===== config.mk =====
export PLATFORM = sky130hd
export DESIGN_NAME = interrupt_round_robin_distributor_top
export DESIGN_NICKNAME = d
export VERILOG_FILES = /design/src/irrd_pkg.sv /design/src/interrupt_round_robin_distributor_top.sv /design/src/irrd_lane.sv /design/src/irrd_merge.sv
export SDC_FILE = /design/constraint.sdc
export NUM_CORES = 1
export LEC_CHECK = 0
export BUFFER_PORTS_ARGS = -buffer_cell sky130_fd_sc_hd__buf_2
export CORE_AREA = 2 2 128 130
export CTS_CLUSTER_SIZE = 25
export DETAILED_ROUTE_END_ITERATION = 16
export DIE_AREA = 0 0 130 132
export PLACE_DENSITY = 0.77
export SETUP_SLACK_MARGIN = 0.05
export SYNTH_ARGS = -nofsm -noshare
export SYNTH_HDL_FRONTEND = slang
export SYNTH_SLANG_ARGS = --single-unit

===== constraint.sdc =====
create_clock -name i_clk -period 3 [get_ports i_clk]
set_clock_uncertainty 0.15 [all_clocks]
set_input_delay 0.45 -clock i_clk [delete_from_list [all_inputs] [get_ports i_clk]]
set_output_delay 0.45 -clock i_clk [all_outputs]
set_load 0.03 [all_outputs]

===== src/irrd_pkg.sv =====
`timescale 1ns / 1ps
// ============================================================================
// irrd_pkg
// Shared types and constants of the round-robin interrupt distributor.
// ============================================================================
package irrd_pkg;

    // Default sizes of the design.
    localparam int NUM_CPUS    = 4;
    localparam int NUM_SOURCES = 16;

    // Fixed field widths.
    localparam int CPU_BITS  = 4;   // affinity bits per source
    localparam int MASK_BITS = 16;  // width of the source masks
    localparam int SRC_W     = 4;
    localparam int CPU_W     = 2;
    localparam int PTR_W     = 3;
    localparam int CFG_IDX_W = 2;
    localparam int CFG_W     = 64;

    // Pointer value meaning no CPU has been chosen yet.
    localparam logic [PTR_W-1:0] PTR_NONE = 3'h7;

    // Configuration register indexes.
    localparam logic [CFG_IDX_W-1:0] REG_AFFINITY = 2'd0;
    localparam logic [CFG_IDX_W-1:0] REG_ACTIVE   = 2'd1;
    localparam logic [CFG_IDX_W-1:0] REG_LOCAL    = 2'd2;
    localparam logic [CFG_IDX_W-1:0] REG_SOURCE   = 2'd3;

    // Register reset values.
    localparam logic [CFG_W-1:0]     AFFINITY_RST = 64'hFFFF_FFFF_FFFF_FFFF;
    localparam logic [CPU_BITS-1:0]  ACTIVE_RST   = 4'h1;
    localparam logic [MASK_BITS-1:0] LOCAL_RST    = 16'h1187;
    localparam logic [MASK_BITS-1:0] SOURCE_RST   = 16'hD1FB;

    // What one lane proposes for its source.
    typedef struct packed {
        logic [CPU_W-1:0] cpu;
        logic             fwd;
        logic             upd;
    } t_lane_res;

    // The routing result chosen by the merge stage.
    typedef struct packed {
        logic [SRC_W-1:0] src;
        logic [CPU_W-1:0] cpu;
        logic             fwd;
        logic             last;
    } t_pick;

endpackage


===== src/interrupt_round_robin_distributor_top.sv =====
`timescale 1ns / 1ps
// ============================================================================
// interrupt_round_robin_distributor_top
// Routes each pending, eligible interrupt source to a CPU, round-robin over
// the active CPUs in its affinity, one routing result per source.
// ============================================================================
//  Channel   Direction  Handshake              Payload
//  config    in         i_cfg_we               i_cfg_index, i_cfg_data
//  input     in         i_in_valid/o_in_ready  i_pending
//  output    out        o_out_valid/i_out_ready o_source_number, o_target_cpu,
//                                              o_forwarded, o_last
//
//  A request with pending eligible sources holds the input side from the accept
//  cycle until its last source is issued; the single merge stage picks one lane
//  per cycle while the output is not stalled, giving one result per source.
//  A request with no eligible source is absorbed with no result.
//  The next request is taken once all sources of the current one are issued;
//  the last result may still wait in the output register.
//  A stalled output holds its result and pauses the merge stage.
//  Reset is synchronous; it restores register defaults and clears pointers.
// ============================================================================
module interrupt_round_robin_distributor_top #(
    parameter int P_NUM_CPUS    = irrd_pkg::NUM_CPUS,
    parameter int P_NUM_SOURCES = irrd_pkg::NUM_SOURCES
) (
    input  logic                           i_clk,
    input  logic                           i_rst_n,
    input  logic                           i_cfg_we,
    input  logic [irrd_pkg::CFG_IDX_W-1:0] i_cfg_index,
    input  logic [irrd_pkg::CFG_W-1:0]     i_cfg_data,
    input  logic                           i_in_valid,
    output logic                           o_in_ready,
    input  logic [irrd_pkg::MASK_BITS-1:0] i_pending,
    output logic                           o_out_valid,
    input  logic                           i_out_ready,
    output logic [irrd_pkg::SRC_W-1:0]     o_source_number,
    output logic [irrd_pkg::CPU_W-1:0]     o_target_cpu,
    output logic                           o_forwarded,
    output logic                           o_last
);

    // Sources at or above the mask width are never eligible.
    localparam int L_LANES = (P_NUM_SOURCES < irrd_pkg::MASK_BITS) ?
                             P_NUM_SOURCES : irrd_pkg::MASK_BITS;

    logic [irrd_pkg::CFG_W-1:0]     r_affinity;
    logic [irrd_pkg::CPU_BITS-1:0]  r_active;
    logic [irrd_pkg::MASK_BITS-1:0] r_local;
    logic [irrd_pkg::MASK_BITS-1:0] r_source;

    logic [L_LANES-1:0]             r_remaining;
    logic [L_LANES-1:0]             n_remaining;
    logic                           r_out_valid;
    irrd_pkg::t_pick                r_pick;

    irrd_pkg::t_lane_res [L_LANES-1:0] w_lane_res;
    logic [L_LANES-1:0]             w_grant;
    logic [L_LANES-1:0]             w_next_rem;
    irrd_pkg::t_pick                w_pick;
    logic                           w_issue;
    logic                           w_accept;

    // Configuration registers.
    always_ff @(posedge i_clk) begin
        if (!i_rst_n) begin
            r_affinity <= irrd_pkg::AFFINITY_RST;
            r_active   <= irrd_pkg::ACTIVE_RST;
            r_local    <= irrd_pkg::LOCAL_RST;
            r_source   <= irrd_pkg::SOURCE_RST;
        end else if (i_cfg_we) begin
            case (i_cfg_index)
                irrd_pkg::REG_AFFINITY: r_affinity <= i_cfg_data;
                irrd_pkg::REG_ACTIVE:   r_active   <= i_cfg_data[irrd_pkg::CPU_BITS-1:0];
                irrd_pkg::REG_LOCAL:    r_local    <= i_cfg_data[irrd_pkg::MASK_BITS-1:0];
                irrd_pkg::REG_SOURCE:   r_source   <= i_cfg_data[irrd_pkg::MASK_BITS-1:0];
                default: ;
            endcase
        end
    end

    // One lane per source.
    for (genvar g = 0; g < L_LANES; g++) begin : g_lane
        irrd_lane #(
            .P_NUM_CPUS (P_NUM_CPUS)
        ) u_lane (
            .i_clk    (i_clk),
            .i_rst_n  (i_rst_n),
            .i_aff    (r_affinity[g*irrd_pkg::CPU_BITS +: irrd_pkg::CPU_BITS]),
            .i_active (r_active),
            .i_local  (r_local[g]),
            .i_commit (w_issue && w_grant[g]),
            .o_res    (w_lane_res[g])
        );
    end

    irrd_merge #(
        .P_LANES (L_LANES)
    ) u_merge (
        .i_remaining      (r_remaining),
        .i_lane_res       (w_lane_res),
        .o_grant          (w_grant),
        .o_next_remaining (w_next_rem),
        .o_pick           (w_pick)
    );

    // Handshakes: a new request only when every source is issued.
    assign o_in_ready = (r_remaining == '0);
    assign w_accept   = i_in_valid && o_in_ready;
    assign w_issue    = (r_remaining != '0) && (!r_out_valid || i_out_ready);

    // Next set of sources still to route.
    always_comb begin
        n_remaining = r_remaining;
        if (w_accept) begin
            n_remaining = i_pending[L_LANES-1:0] & r_source[L_LANES-1:0];
        end else if (w_issue) begin
            n_remaining = w_next_rem;
        end
    end

    // Source tracking and output valid.
    always_ff @(posedge i_clk) begin
        if (!i_rst_n) begin
            r_remaining <= '0;
            r_out_valid <= 1'b0;
        end else begin
            r_remaining <= n_remaining;
            if (w_issue) begin
                r_out_valid <= 1'b1;
            end else if (i_out_ready) begin
                r_out_valid <= 1'b0;
            end
        end
    end

    // Output payload register.
    always_ff @(posedge i_clk) begin
        if (w_issue) begin
            r_pick <= w_pick;
        end
    end

    assign o_out_valid     = r_out_valid;
    assign o_source_number = r_pick.src;
    assign o_target_cpu    = r_pick.cpu;
    assign o_forwarded     = r_pick.fwd;
    assign o_last          = r_pick.last;

    // Each issue retires exactly one source.
    a_one_per_issue : assert property (@(posedge i_clk) disable iff (!i_rst_n)
        w_issue |=> ($countones(r_remaining) == $countones($past(r_remaining)) - 1))
        else $error("issue did not retire exactly one source");

    // The last result of a request leaves nothing pending.
    a_last_empties : assert property (@(posedge i_clk) disable iff (!i_rst_n)
        (w_issue && w_pick.last) |=> (r_remaining == '0))
        else $error("sources remain after last result");

    // Forwarding happens exactly for a nonzero target.
    a_fwd_target : assert property (@(posedge i_clk) disable iff (!i_rst_n)
        o_out_valid |-> (o_forwarded == (o_target_cpu != '0)))
        else $error("forwarded flag disagrees with target CPU");

    // At most one lane is granted.
    a_grant_onehot : assert property (@(posedge i_clk) disable iff (!i_rst_n)
        $onehot0(w_grant))
        else $error("more than one lane granted");

endmodule


===== src/irrd_lane.sv =====
`timescale 1ns / 1ps
// ============================================================================
// irrd_lane
// One source lane: holds the source's last-CPU pointer and works out the
// round-robin target for that source.
// ============================================================================
module irrd_lane #(
    parameter int P_NUM_CPUS = irrd_pkg::NUM_CPUS
) (
    input  logic                          i_clk,
    input  logic                          i_rst_n,
    input  logic [irrd_pkg::CPU_BITS-1:0] i_aff,
    input  logic [irrd_pkg::CPU_BITS-1:0] i_active,
    input  logic                          i_local,
    input  logic                          i_commit,
    output irrd_pkg::t_lane_res           o_res
);

    logic [irrd_pkg::PTR_W-1:0]    r_ptr;
    logic [irrd_pkg::CPU_BITS-1:0] w_limit;
    logic [irrd_pkg::CPU_BITS-1:0] w_set;
    logic [irrd_pkg::CPU_BITS-1:0] w_upper;
    logic [irrd_pkg::CPU_W-1:0]    w_low_set;
    logic [irrd_pkg::CPU_W-1:0]    w_low_upper;

    // CPUs beyond the configured count are never candidates.
    always_comb begin
        for (int c = 0; c < irrd_pkg::CPU_BITS; c++) begin
            w_limit[c] = (c < P_NUM_CPUS);
        end
    end

    assign w_set = i_aff & i_active & w_limit;

    // Candidates strictly above the pointer; none when no CPU was chosen yet.
    always_comb begin
        for (int c = 0; c < irrd_pkg::CPU_BITS; c++) begin
            w_upper[c] = w_set[c] && (r_ptr != irrd_pkg::PTR_NONE)
                         && (irrd_pkg::PTR_W'(c) > r_ptr);
        end
    end

    // Lowest set CPU of each candidate group.
    always_comb begin
        w_low_set   = '0;
        w_low_upper = '0;
        for (int c = irrd_pkg::CPU_BITS - 1; c >= 0; c--) begin
            if (w_set[c]) begin
                w_low_set = irrd_pkg::CPU_W'(c);
            end
            if (w_upper[c]) begin
                w_low_upper = irrd_pkg::CPU_W'(c);
            end
        end
    end

    // Local sources and sources with no active CPU in their affinity stay on CPU 0 and keep the pointer.
    always_comb begin
        o_res = '0;
        if (!i_local && (w_set != '0)) begin
            o_res.cpu = (w_upper != '0) ? w_low_upper : w_low_set;
            o_res.fwd = (o_res.cpu != '0);
            o_res.upd = 1'b1;
        end
    end

    // Pointer advances when this lane's request is issued.
    always_ff @(posedge i_clk) begin
        if (!i_rst_n) begin
            r_ptr <= irrd_pkg::PTR_NONE;
        end else if (i_commit && o_res.upd) begin
            r_ptr <= irrd_pkg::PTR_W'(o_res.cpu);
        end
    end

endmodule


===== src/irrd_merge.sv =====
`timescale 1ns / 1ps
// ============================================================================
// irrd_merge
// Merge stage: picks the lowest remaining source and gathers its lane result.
// ============================================================================
module irrd_merge #(
    parameter int P_LANES = irrd_pkg::NUM_SOURCES
) (
    input  logic [P_LANES-1:0]        i_remaining,
    input  irrd_pkg::t_lane_res [P_LANES-1:0] i_lane_res,
    output logic [P_LANES-1:0]        o_grant,
    output logic [P_LANES-1:0]        o_next_remaining,
    output irrd_pkg::t_pick           o_pick
);

    // Isolate the lowest set bit.
    assign o_grant          = i_remaining & (~i_remaining + P_LANES'(1));
    assign o_next_remaining = i_remaining & ~o_grant;

    // One-hot gather of the granted lane.
    always_comb begin
        o_pick = '0;
        for (int i = 0; i < P_LANES; i++) begin
            if (o_grant[i]) begin
                o_pick.src = o_pick.src | irrd_pkg::SRC_W'(i);
                o_pick.cpu = o_pick.cpu | i_lane_res[i].cpu;
                o_pick.fwd = o_pick.fwd | i_lane_res[i].fwd;
            end
        end
        o_pick.last = (o_next_remaining == '0);
    end

endmodule

After elaboration in Yosys (flattened, before gate mapping)
Index checks and enable logic that the tools add are counted.

Add/subtract/negate cells: 1. $lt $le $gt $ge: 64. Eq/ne operators: 19. Multiplexer cells: 180. Bitwise gates (word level): 51. Reduce and logical (&&, ||, !) cells: 257.

Operators by type and width (number): 2-to-1 mux 2 bit (144); logical AND 1 bit (178); nonzero test 4 bit (32); > comparator 1 x 3 -> 1 bit, first input constant (32); > comparator 2 x 3 -> 1 bit, first input constant (32); 2-to-1 mux 4 bit (19); bitwise AND 4 bit (16); bitwise AND 16 bit (3); != test 3 bit, second input constant (16); nonzero test 2 bit (18); zero test 16 bit (2); 2-to-1 mux 16 bit (2); inverter 16 bit (2); OR 2 bit (15); 2-to-1 mux 6 bit (4); 2-to-1 mux 5 bit (4); zero test 1 bit (17); adder 16 x 1 -> 16 bit, second input constant (1); nonzero test 16 bit (1); 2-to-1 mux 3 bit (5); OR 1 bit (15); AND reduction 2 bit (4); OR reduction 8 bit (1); == test 2 bit, second input constant (2); other kinds (6) (7).

Bits in registers: 173. Input port bits: 87. Output and inout port bits: 10. Logic and storage cells: 601.

Depth between registers and ports, before layout
Gate-level depths: netlist (run 1).

Depth in word-level cells: 41. Gate-level depth with buffers: 9. Mapped depth without buffers: 7.

Cells and area by module
Synthesis (run 1) repeated with hierarchy kept, for this count alone.

Cell total of the unflattened synthesis: 1277. Area, all modules: 10267.3 sq um.

Modules (own cells, without submodules): interrupt_round_robin_distributor_top (times used 1, cells each 594, area an instance 4797.1 sq um, sequential area each 2582.5 sq um); irrd_lane (times used 16, cells each 32, area an instance 276.5 sq um, sequential area each 60.1 sq um); irrd_merge (times used 1, cells each 171, area an instance 1046.0 sq um, sequential area each 0.0 sq um).

Least setup slack after synthesis (run 1)
Ideal clock, no wire load.

Path kind: register to register. From: reg r_active[2] in the netlist's numbering. To: reg r_pick, in the netlist o_forwarded (data pin). Setup time: 0.259 ns. Arrival: 1.989 ns. Data required time: 2.591 ns. Slack: 0.602 ns. Stages on the path, launching flop included: 10. Buffers on the path: 2. Clock period less this slack: 2.398 ns. Cells stage by stage: dfxtp_1 buf_4 buf_6 nand2_1 a32o_1 a211o_1 and3_1 nor4_1 nand4_2 or2_1.

RTL lines: start, declared (RTL line interrupt_round_robin_distributor_top.sv:47) `logic [irrd_pkg::CPU_BITS-1:0] r_active;`; start signal, assigned (RTL line interrupt_round_robin_distributor_top.sv:67) `r_active <= irrd_pkg::ACTIVE_RST;`; start signal, assigned (RTL line interrupt_round_robin_distributor_top.sv:73) `irrd_pkg::REG_ACTIVE: r_active <= i_cfg_data[irrd_pkg::CPU_BITS-1:0];`; end signal, assigned (RTL line interrupt_round_robin_distributor_top.sv:139) `r_pick <= w_pick;`; end, declared (RTL line interrupt_round_robin_distributor_top.sv:54) `irrd_pkg::t_pick r_pick;`.

==> results of run 1 <==
-- layout make-up --
type	count	area [um^2]	area share, %
flip-flops and latches	173	3546	36.48
inverters	7	26.28	0.2703
clock buffers	21	450.4	4.634
clock inverters	11	132.6	1.365
multi-input cells	833	4588	47.21
repair buffers	124	705.7	7.261
well taps	216	270.3	2.781
-- Yosys cell counts, types with 6 or more instances --
master      n
nor2_1     22
nand3_1   128
a211oi_1   10
a21boi_0   19
nor3_1     17
mux2i_1    10
nor2b_1     9
dfxtp_1   165
nand2_1   345
and3_1      8
and3b_1     6
o21ai_0    22
a211o_1     8
and2_1      8
edfxtp_1    8
nor4bb_1    6
clkbuf_1   49
a31oi_1     8
a32o_1     12
buf_2      11
nor4_1     16
o211ai_1    8
a21oi_1    21
a32oi_1    10
or4_1      10
a22oi_1    13
a21boi_1   10
inv_1       7
nand4_1    12
o311ai_0    6
-- worst max path at each step --
stage | from | endpoint | depth (start not counted) | slack (ps)
2_1_floorplan | r_active[2] | o_forwarded | 9 | 600
4_1_cts | r_active[2] | o_forwarded | 7 | 120
3_3_place_gp | r_active[2] | o_forwarded | 7 | 220
3_5_place_dp | r_active[2] | o_forwarded | 7 | 140
6_report | r_active[3] | o_forwarded | 7 | 310
5_1_grt | r_active[3] | o_forwarded | 8 | 170
-- sequential cells by signal, summed over array words and instances, names as in the netlist --
register             cells
r_active                 4
o_last                   1
g_lane.u_lane.r_ptr     48
r_remaining             16
o_source_number          4
r_source                16
o_out_valid              1
o_forwarded              1
r_local                 16
r_affinity              64
o_target_cpu             2
-- timing repair --
| item | CTS | global route |
|---|---|---|
| resized for setup | 0 | 3 |
| setup endpoints to repair | 0 | 1 |
| hold buffers | 0 | 0 |
| hold endpoints to repair | 0 | 0 |
-- layer usage --
metal / vias to the layer above / part of all wire [%]
li1: 4044 / -
met1: 3997 / 43
met2: 420 / 45
met3: 60 / 8.2
met4: 0 / 3.5
met5: - / 0
-- cell families (layout without fill, tap and decap cells) --
kind of cell	Yosys count	after routing
buf+inv	77	163
fa+ha+maj	4	4
compound gates	187	187
flops	173	173
simple gates	632	632
mux	10	10
-- cell usage in the layout (no fill, tap or decap), types with 17 or more instances in the layout --
master	instances
dfxtp_1	163
nand2_1	345
a21boi_0	19
nor3_1	17
nor2_1	22
a21oi_1	21
o21ai_0	22
nand3_1	128
buf_2	95
buf_4	28
clkbuf_16	17
-- where the power goes --
group	switching, mW	total, mW	internal (mW)
Combinational	2.30	3.43	1.13
Clock	0.956	2.22	1.26
Sequential	0.328	3.01	2.68
Total	3.58	8.66	5.07
-- critical path, delay by kind of cell, from the launching register on --
kind | cells | cell delay [ps]
flip-flops | 1 | 450
AND/OR/NAND/NOR | 3 | 590
AO/OA/AOI/OAI | 3 | 960
buffers and inverters | 1 | 270
==> qor.yml, run 1 <==
cts_sinks: 173
n_antenna_cell: 0
setup_violations: 0
portBuffers: 96
top_usage_layer: "met2"
p_total_mw: 8.658
dp_cells: 1353
hold_viol: 0
tritoncts: "yes"
cp.arrival_ps: 2720
globalRouteOverflowTotal: 0
path_cells: "buf_4, a32o_1, a311o_1, a222oi_1, and4_4, nand4_2, or2_1"
synth_edf_count: 8
slowest_stage: "dfxtp_1"
gp_congestion: 1.030
die_w_um: 130
yosys.area_share.adder_pct: 0.5027
finalCriticalPeriod_ps: 2686
crit_type: "reg -> reg"
wl_per_cell_um: 17.90
required_ps: 3040
synth_top_family_by_area: "simple AND/OR/NAND/NOR gates"
rsz0062_at_grt: "no"
grt_max_degree: 71
post-route-util_pct: 61.86
yosysWarnings: 0
ant_nets: 0
synth_compound_area_share_pct: 16.41
initialDrtViolationCount: 898
grt_antenna_before_repair: 0
fillCellCount: 1449
setup_tns_ps: 0
clockBufferDepth: 2
crit_fanout: 16
synth-seq-area-share_pct: 41.87
cts_made_buffers: 17
whs_ps: 57.64
dr.pass1.iters: 5
hold_class: "in -> reg"
synth_xor_area_share_pct: 0
cellPowerDensity_nw_per_um2: 890.8
root_buffer: "clkbuf_16"
grtUsageMet3_pct: 5.682
post_cts_buffers: 0
worstHoldEndpoint: "r_affinity[25]"
place_ws_ps: 136.3
r2r_end: "o_forwarded"
tightestPinTransition_ps: 674.4
grt.met2_usage_pct: 44.44
synth.avg_cell_area_um2: 7.815
r2r_slack_ps: 310
finalMaxSlewViolations: 0
ys_ff_latch: 173
start_kind: "flop"
synth_area_leaders: "dfxtp_1, nand2_1, nand3_1"
min_path_cells: 3
min_from: "i_cfg_data[25]"
max_freq_mhz: 372.3
ys_async_sr_fraction_pct: 0
yosys.area.top_type: "dfxtp_1"
dpl_cell_area_um2: 9130
core_area_um2: 15710
worstRegToRegCells: 7
synthSimpleGateAreaFrac_pct: 36.01
grt_pass1_vias: 7730
outcome: "finished clean"
drive_gt1_share_pct: 15.40
place_hpwl_mm: 17.72
grt_usage_pct: 29.00
leakage_nw: 4.246
syn_to_final_growth_pct: 14.84
vdd.ir_drop.worst_mv: 0.9010
finalCritPeriodShare_pct: 89.53
start_util_pct: 53.86
slew_headroom_pct: 55.04
synth-main-ff-cell: "dfxtp_1"
finalWorstSetupSlack_ps: 314.2
row_count: 46
slowest_delay_ps: 450
muxShareOfSynthArea_pct: 1.183
die_h_um: 132
endpoint_kind: "flop"
r2r-start: "r_active[3]"
cap_violations: 0
drc_errors: 0
viasPerCell: 6.152
wl_mm: 24.79
boundaryPins: 97
syn-cell-area_um2: 8463
syn_nets: 1170
cts.clk_slew.worst_paths_ps: 70
htree_levels: 4
fin_nets: 1243
dieArea_um2: 17160
grtUsageMet1_pct: 40.42
final_cells: 1385
final_area_um2: 9719
grt_pass1_wl_mm: 39.56
synthDistinctLibCells: 76
route.vias.total: 8521
synthCells: 1083
clk_latency_ps: 440
synth_top_area_share_pct: 39.03
Note: power is estimated with default switching activity, not from simulation.
==> run 2: changes to the inputs <==
--- a/config.mk
+++ b/config.mk
@@ -5,11 +5,12 @@
 export SDC_FILE = /design/constraint.sdc
 export NUM_CORES = 1
 export LEC_CHECK = 0
+export ABC_AREA = 1
 export BUFFER_PORTS_ARGS = -buffer_cell sky130_fd_sc_hd__buf_2
-export CORE_AREA = 2 2 128 130
+export CORE_AREA = 2 2 131 133
 export CTS_CLUSTER_SIZE = 25
 export DETAILED_ROUTE_END_ITERATION = 16
-export DIE_AREA = 0 0 130 132
+export DIE_AREA = 0 0 133 135
 export PLACE_DENSITY = 0.77
 export SETUP_SLACK_MARGIN = 0.05
 export SYNTH_ARGS = -nofsm -noshare
==> run 2 against run 1 <==
Against the previous run: fmax rose by 5.4%; die area increased by 4.6%; sequential share of layout area shrank 1.4 points; routed wire length hardly changed; synthesized area rose by 5.1%; register-to-register slack improved by 140 ps; count of clock-buffer cells in the layout decreased by 4; via count is 6.8% higher; final cell count increased by 23%; flip-flop and latch count unchanged; synthesized cell count rose by 29%; global-route usage decreased by 0.64 points; critical path type unchanged.
==> qor.yml, run 2 <==
tightestPinTransition_ps: 1134
cellPowerDensity_nw_per_um2: 694.1
slowest_delay_ps: 610
clockBufferDepth: 2
root_buffer: "clkbuf_16"
yosys.area.top_type: "dfxtp_1"
die_w_um: 133
wl_mm: 24.78
cap_violations: 0
syn-cell-area_um2: 8895
synth_top_area_share_pct: 37.14
gp_congestion: 0.9582
endpoint_kind: "flop"
grt_antenna_before_repair: 0
row_count: 47
initialDrtViolationCount: 709
dieArea_um2: 17960
n_antenna_cell: 0
yosysWarnings: 0
syn_nets: 1482
max_freq_mhz: 392.3
synth_most_common_cell: "nand2_1"
synth.avg_cell_area_um2: 6.376
largestRegisters: "r_affinity x64, g_lane.u_lane.r_ptr x48"
ctsHoldBuffers: 0
path_cells: "nor2_8, nand2_2, inv_2, nand3_2, inv_2, nand2_4, nand2_8, inv_2, nand3_1, nand2_1, o211ai_1"
cp_common_cell: "inv_2"
start_util_pct: 54.21
mostFrequentLayoutCells: "nand2_1, nand3_1, nor2_1, dfxtp_1, inv_1"
globalRouteOverflowTotal: 0
cts.clk_slew.worst_paths_ps: 70
grt_max_degree: 87
syn_to_final_growth_pct: 13.45
synth-main-ff-cell: "dfxtp_1"
synthDistinctLibCells: 38
route.vias.total: 9097
post-route-util_pct: 61.50
fin_nets: 1559
leakage_nw: 5.435
crit_type: "reg -> reg"
top_register: "r_affinity"
die_h_um: 135
cts_made_buffers: 17
boundaryPins: 97
synth_area_leaders: "dfxtp_1, nand2_1, nand3_1"
rsz0062_at_grt: "no"
required_ps: 3150
viasPerCell: 5.335
ys_async_sr_fraction_pct: 0
hold_viol: 0
drive_gt1_share_pct: 11.92
portBuffers: 96
cp.arrival_ps: 2700
cts_sinks: 173
post_cts_buffers: 0
final_cells: 1705
finalCriticalPeriod_ps: 2549
yosys-top-cells-count: "nand2_1, nand3_1, nor2_1"
core_area_um2: 16410
grt_pass1_vias: 8417
crit_fanout: 29
slew_headroom_pct: 24.29
dr.pass1.iters: 5
largest_register_ffs: 64
grt_pass1_wl_mm: 40.56
vdd.ir_drop.worst_mv: 0.5952
synthCells: 1395
place_hpwl_mm: 17.65
post_cts_resized: 0
grt_usage_pct: 28.36
hold_class: "in -> reg"
ant_nets: 0
slowest_stage: "dfxtp_1"
finalMaxSlewViolations: 0
setup_tns_ps: 0
htree_levels: 4
setup_violations: 0
tritoncts: "yes"
synth-seq-area-share_pct: 39.84
fillCellCount: 1556
mostFrequentLayoutCell: "nand2_1"
drc_errors: 0
clk_latency_ps: 450
synth_edf_count: 8
dp_cells: 1673
finalCritPeriodShare_pct: 84.96
wl_per_cell_um: 14.54
start_kind: "flop"
outcome: "finished clean"
ys_ff_latch: 173
==> run 2: cell types whose count changed after synthesis, sizes merged, moves of 10 or more <==
cell | previous run | this run
nand2 | 345 | 504
nor2 | 22 | 173
inv | 7 | 128
nand3 | 128 | 201
o21ai | 24 | 55
a21boi | 29 | 4
clkbuf | 49 | 30
nor4 | 18 | 3
a22oi | 13 | 0
a32o | 12 | 0
a211oi | 10 | 0
a32oi | 10 | 0
mux2i | 10 | 0
or4 | 10 | 0
==> run 2: critical path, delay by kind of cell, from the launching register on <==
kind	cells	cell delay, ps
buffers and inverters	3	630
and+or+nand+nor	7	920
AOI/OAI and AO/OA	1	80
DFF	1	610
==> run 2: path summary, 6_finish.rpt <==
path	end	from	slack, ps	cells past startpoint
worst min register to register	r_local[14]	r_local[14]	300	2
worst min-delay path	r_affinity[19]	i_cfg_data[19]	60	3
worst max register to register	g_lane[5].u_lane.r_ptr[0]	r_remaining[0]	450	11
worst max-delay path	g_lane[5].u_lane.r_ptr[0]	r_remaining[0]	450	11
==> run 2: report_power, final <==
group,internal [mW],switching (mW)
sequential,2.60,0.184
clock,1.11,1.05
combinational,0.566,1.50
==> run 2: metrics by stage <==
| step | hold WS (ps) | power, mW | setup slack (ps) | area [um^2] |
|---|---|---|---|---|
| 6_report | 63.89 | 7.004 | 451.1 | 10090 |
| 5_1_grt | 64.83 | 7.348 | 284.6 | 10090 |
| 4_1_cts | 53.95 | 7.001 | 441.7 | 10090 |
| 3_5_place_dp | 290.8 | 4.845 | 485.8 | 9527 |
| 3_3_place_gp | 285.2 | 4.798 | 606.2 | 9527 |
| 2_1_floorplan | 268.8 | 4.324 | 1107 | 8895 |
==> run 2: layer usage <==
metal / global-route usage, % / part of all wire, % / vias to the layer above
met4: 11.17 / 3.3 / 0
met1: 37.10 / 44 / 4086
met2: 46.26 / 46 / 323
li1: - / - / 4634
met3: 5.706 / 6.7 / 54
met5: 0 / 0 / -
==> run 2: cell type report <==
type | count | area (um^2) | share of cell area [%]
sequential | 173 | 3543 | 35.11
clock buffer | 17 | 425.4 | 4.216
timing repair buffer | 110 | 600.6 | 5.952
multi-input combinational | 1042 | 4627 | 45.85
clock inverter | 15 | 138.9 | 1.376
tap | 220 | 275.3 | 2.728
inverter | 128 | 480.5 | 4.761
==> run 2: kinds of logic after synthesis <==
family	synth area share, %
buffers and inverters	8.201
DFF	39.84
AOI/OAI and AO/OA	7.329
and+or+nand+nor	44.63
==> run 3: changes to the inputs <==
--- a/config.mk
+++ b/config.mk
@@ -5,12 +5,12 @@
 export SDC_FILE = /design/constraint.sdc
 export NUM_CORES = 1
 export LEC_CHECK = 0
-export ABC_AREA = 1
+export ABC_AREA = 0
 export BUFFER_PORTS_ARGS = -buffer_cell sky130_fd_sc_hd__buf_2
-export CORE_AREA = 2 2 131 133
+export CORE_AREA = 2 2 128 130
 export CTS_CLUSTER_SIZE = 25
 export DETAILED_ROUTE_END_ITERATION = 16
-export DIE_AREA = 0 0 133 135
+export DIE_AREA = 0 0 130 132
 export PLACE_DENSITY = 0.77
 export SETUP_SLACK_MARGIN = 0.05
 export SYNTH_ARGS = -nofsm -noshare
==> constraint.sdc (replaced) <==
create_clock -name i_clk -period 2.56 [get_ports i_clk]
set_clock_uncertainty 0.15 [all_clocks]
set_input_delay 0.384 -clock i_clk [delete_from_list [all_inputs] [get_ports i_clk]]
set_output_delay 0.384 -clock i_clk [all_outputs]
set_load 0.03 [all_outputs]
==> run 3 against run 2 <==
Against the previous run: total power is 62% higher; fmax is 1.8% higher; register-to-register slack worse by 390 ps; routed wire length is 3.6% higher; global-route usage is 1.5 points higher; worst setup slack worse by 390 ps; sequential power is 23% higher.
==> qor.yml, run 3 (synthesis results as in run 1) <==
outcome: "finished clean"
final_cells: 1443
max_freq_mhz: 399.6
grt_pass1_wl_mm: 40.63
tightestPinTransition_ps: 672.8
grt_pass1_vias: 8092
dieArea_um2: 17160
setup_violations: 0
whs_ps: 7.790
boundaryPins: 97
top_register: "r_affinity"
cts_made_buffers: 17
fin_nets: 1301
required_ps: 2590
drc_errors: 0
root_buffer: "clkbuf_16"
grt_usage_pct: 29.89
p_total_mw: 11.38
start_kind: "flop"
cts_sinks: 173
place_hpwl_mm: 18.36
slowest_delay_ps: 360
portBuffers: 96
leakage_nw: 4.591
cp.arrival_ps: 2530
slew_headroom_pct: 55.15
hold_viol: 0
cts.clk_slew.worst_paths_ps: 70
wl_met3_mm: 2.137
tritoncts: "yes"
finalMaxSlewViolations: 0
row_count: 46
n_antenna_cell: 0
cellPowerDensity_nw_per_um2: 1094
path_cells: "buf_4, nand2_1, a41oi_2, and4_4, a222oi_1, and4_4, nand4_2, or2_1"
syn_to_final_growth_pct: 22.86
finalCriticalPeriod_ps: 2503
cp_common_cell: "and4_4"
hold_class: "in -> reg"
dp_cells: 1401
drive_gt1_share_pct: 21.52
wl_per_cell_um: 17.79
crit_type: "reg -> reg"
endpoint_kind: "flop"
vdd.ir_drop.worst_mv: 1.012
viasPerCell: 6.068
crit_fanout: 8
core_area_um2: 15710
setup_tns_ps: 0
largest_register_ffs: 64
globalRouteOverflowTotal: 0
top_layer_used: "met4"
grt_max_degree: 65
mostFrequentLayoutCells: "nand2_1, dfxtp_1, nand3_1, buf_2, buf_4"
gp_congestion: 0.9814
finalCritPeriodShare_pct: 97.76
wl_met2_mm: 11.98
cap_violations: 0
start_util_pct: 53.86
clockBufferDepth: 2
slowest_stage: "a222oi_1"
clk_latency_ps: 430
grt_antenna_before_repair: 0
dpl_cell_area_um2: 9553
initialDrtViolationCount: 1103
mostFrequentLayoutCell: "nand2_1"
rsz0062_at_grt: "yes"
final_area_um2: 10400
wl_mm: 25.68
largestRegisters: "r_affinity x64, g_lane.u_lane.r_ptr x48"
htree_levels: 4
ant_nets: 0
die_w_um: 130
die_h_um: 132
route.vias.total: 8756
wl_met1_mm: 10.85
dr.pass1.iters: 7
==> run 3: cell count changes in the layout (fill, tap and decap cells not counted), moves of 11 or more <==
cell / change
o21ai_0: -17
nand2_1: -158
a32o_1: +12
a22oi_1: +11
a21boi_0: +15
inv_1: -110
buf_4: +59
nand3_1: -69
nor2_1: -144
o21ai_1: -15
inv_2: -12
==> run 3: final timing paths <==
kind / start / endpoint / slack [ps] / cells after the start
setup reg to reg: r_active[0] / o_forwarded / 60 / 8
hold reg to reg: r_source[2] / r_source[2] / 320 / 2
hold / removal: i_cfg_data[23] / r_affinity[23] / 8 / 3
setup / recovery: r_active[0] / o_forwarded / 60 / 8
==> run 3: report_power, final <==
| part | internal [mW] | leakage [nW] | switching [mW] |
|---|---|---|---|
| Sequential | 3.14 | 1.43 | 0.269 |
| Combinational | 2.16 | 2.87 | 3.18 |
| Clock | 1.48 | 0.293 | 1.13 |
| Total | 6.79 | 4.59 | 4.58 |
==> run 3: per-stage QoR <==
| step | util [%] | setup slack, ps |
|---|---|---|
| floorplan | - | 161.7 |
| global placement | 60.80 | 11.72 |
| detailed placement | 60.80 | -46.38 |
| CTS | 65.05 | 51.47 |
| global route | 66.17 | -25.73 |
| finish | 66.17 | 57.39 |
==> run 3: cell type report <==
type | instances | area, um^2
timing repair buffer | 182 | 1242
fill | 1337 | 5315
inverter | 7 | 30.03
clock inverter | 14 | 152.6
multi-input combinational | 833 | 4711
clock buffer | 18 | 439.2
sequential | 173 | 3552
tap | 216 | 270.3
==> run 3: repair_timing <==
item / CTS / global route
hold buffers: 3 / 0
gates resized for setup: 5 / 34
hold endpoints to repair: 3 / 0
buffers inserted: 3 / 4
pin swaps: 1 / 12
gates cloned: 0 / 0
endpoints found under the setup margin: 2 / 49
==> run 3: layer usage <==
metal,vias to the layer above,track usage [%]
li1,4169,-
met1,4080,40.92
met2,444,46.86
met3,63,6.331
met4,0,9.976
met5,-,0
==> run 3: worst max-delay path, delay by kind of cell (launching register included) <==
kind / cells / cell delay, ps
buffers and inverters: 1 / 170
AOI/OAI and AO/OA: 2 / 550
and+or+nand+nor: 5 / 1030
DFF: 1 / 350
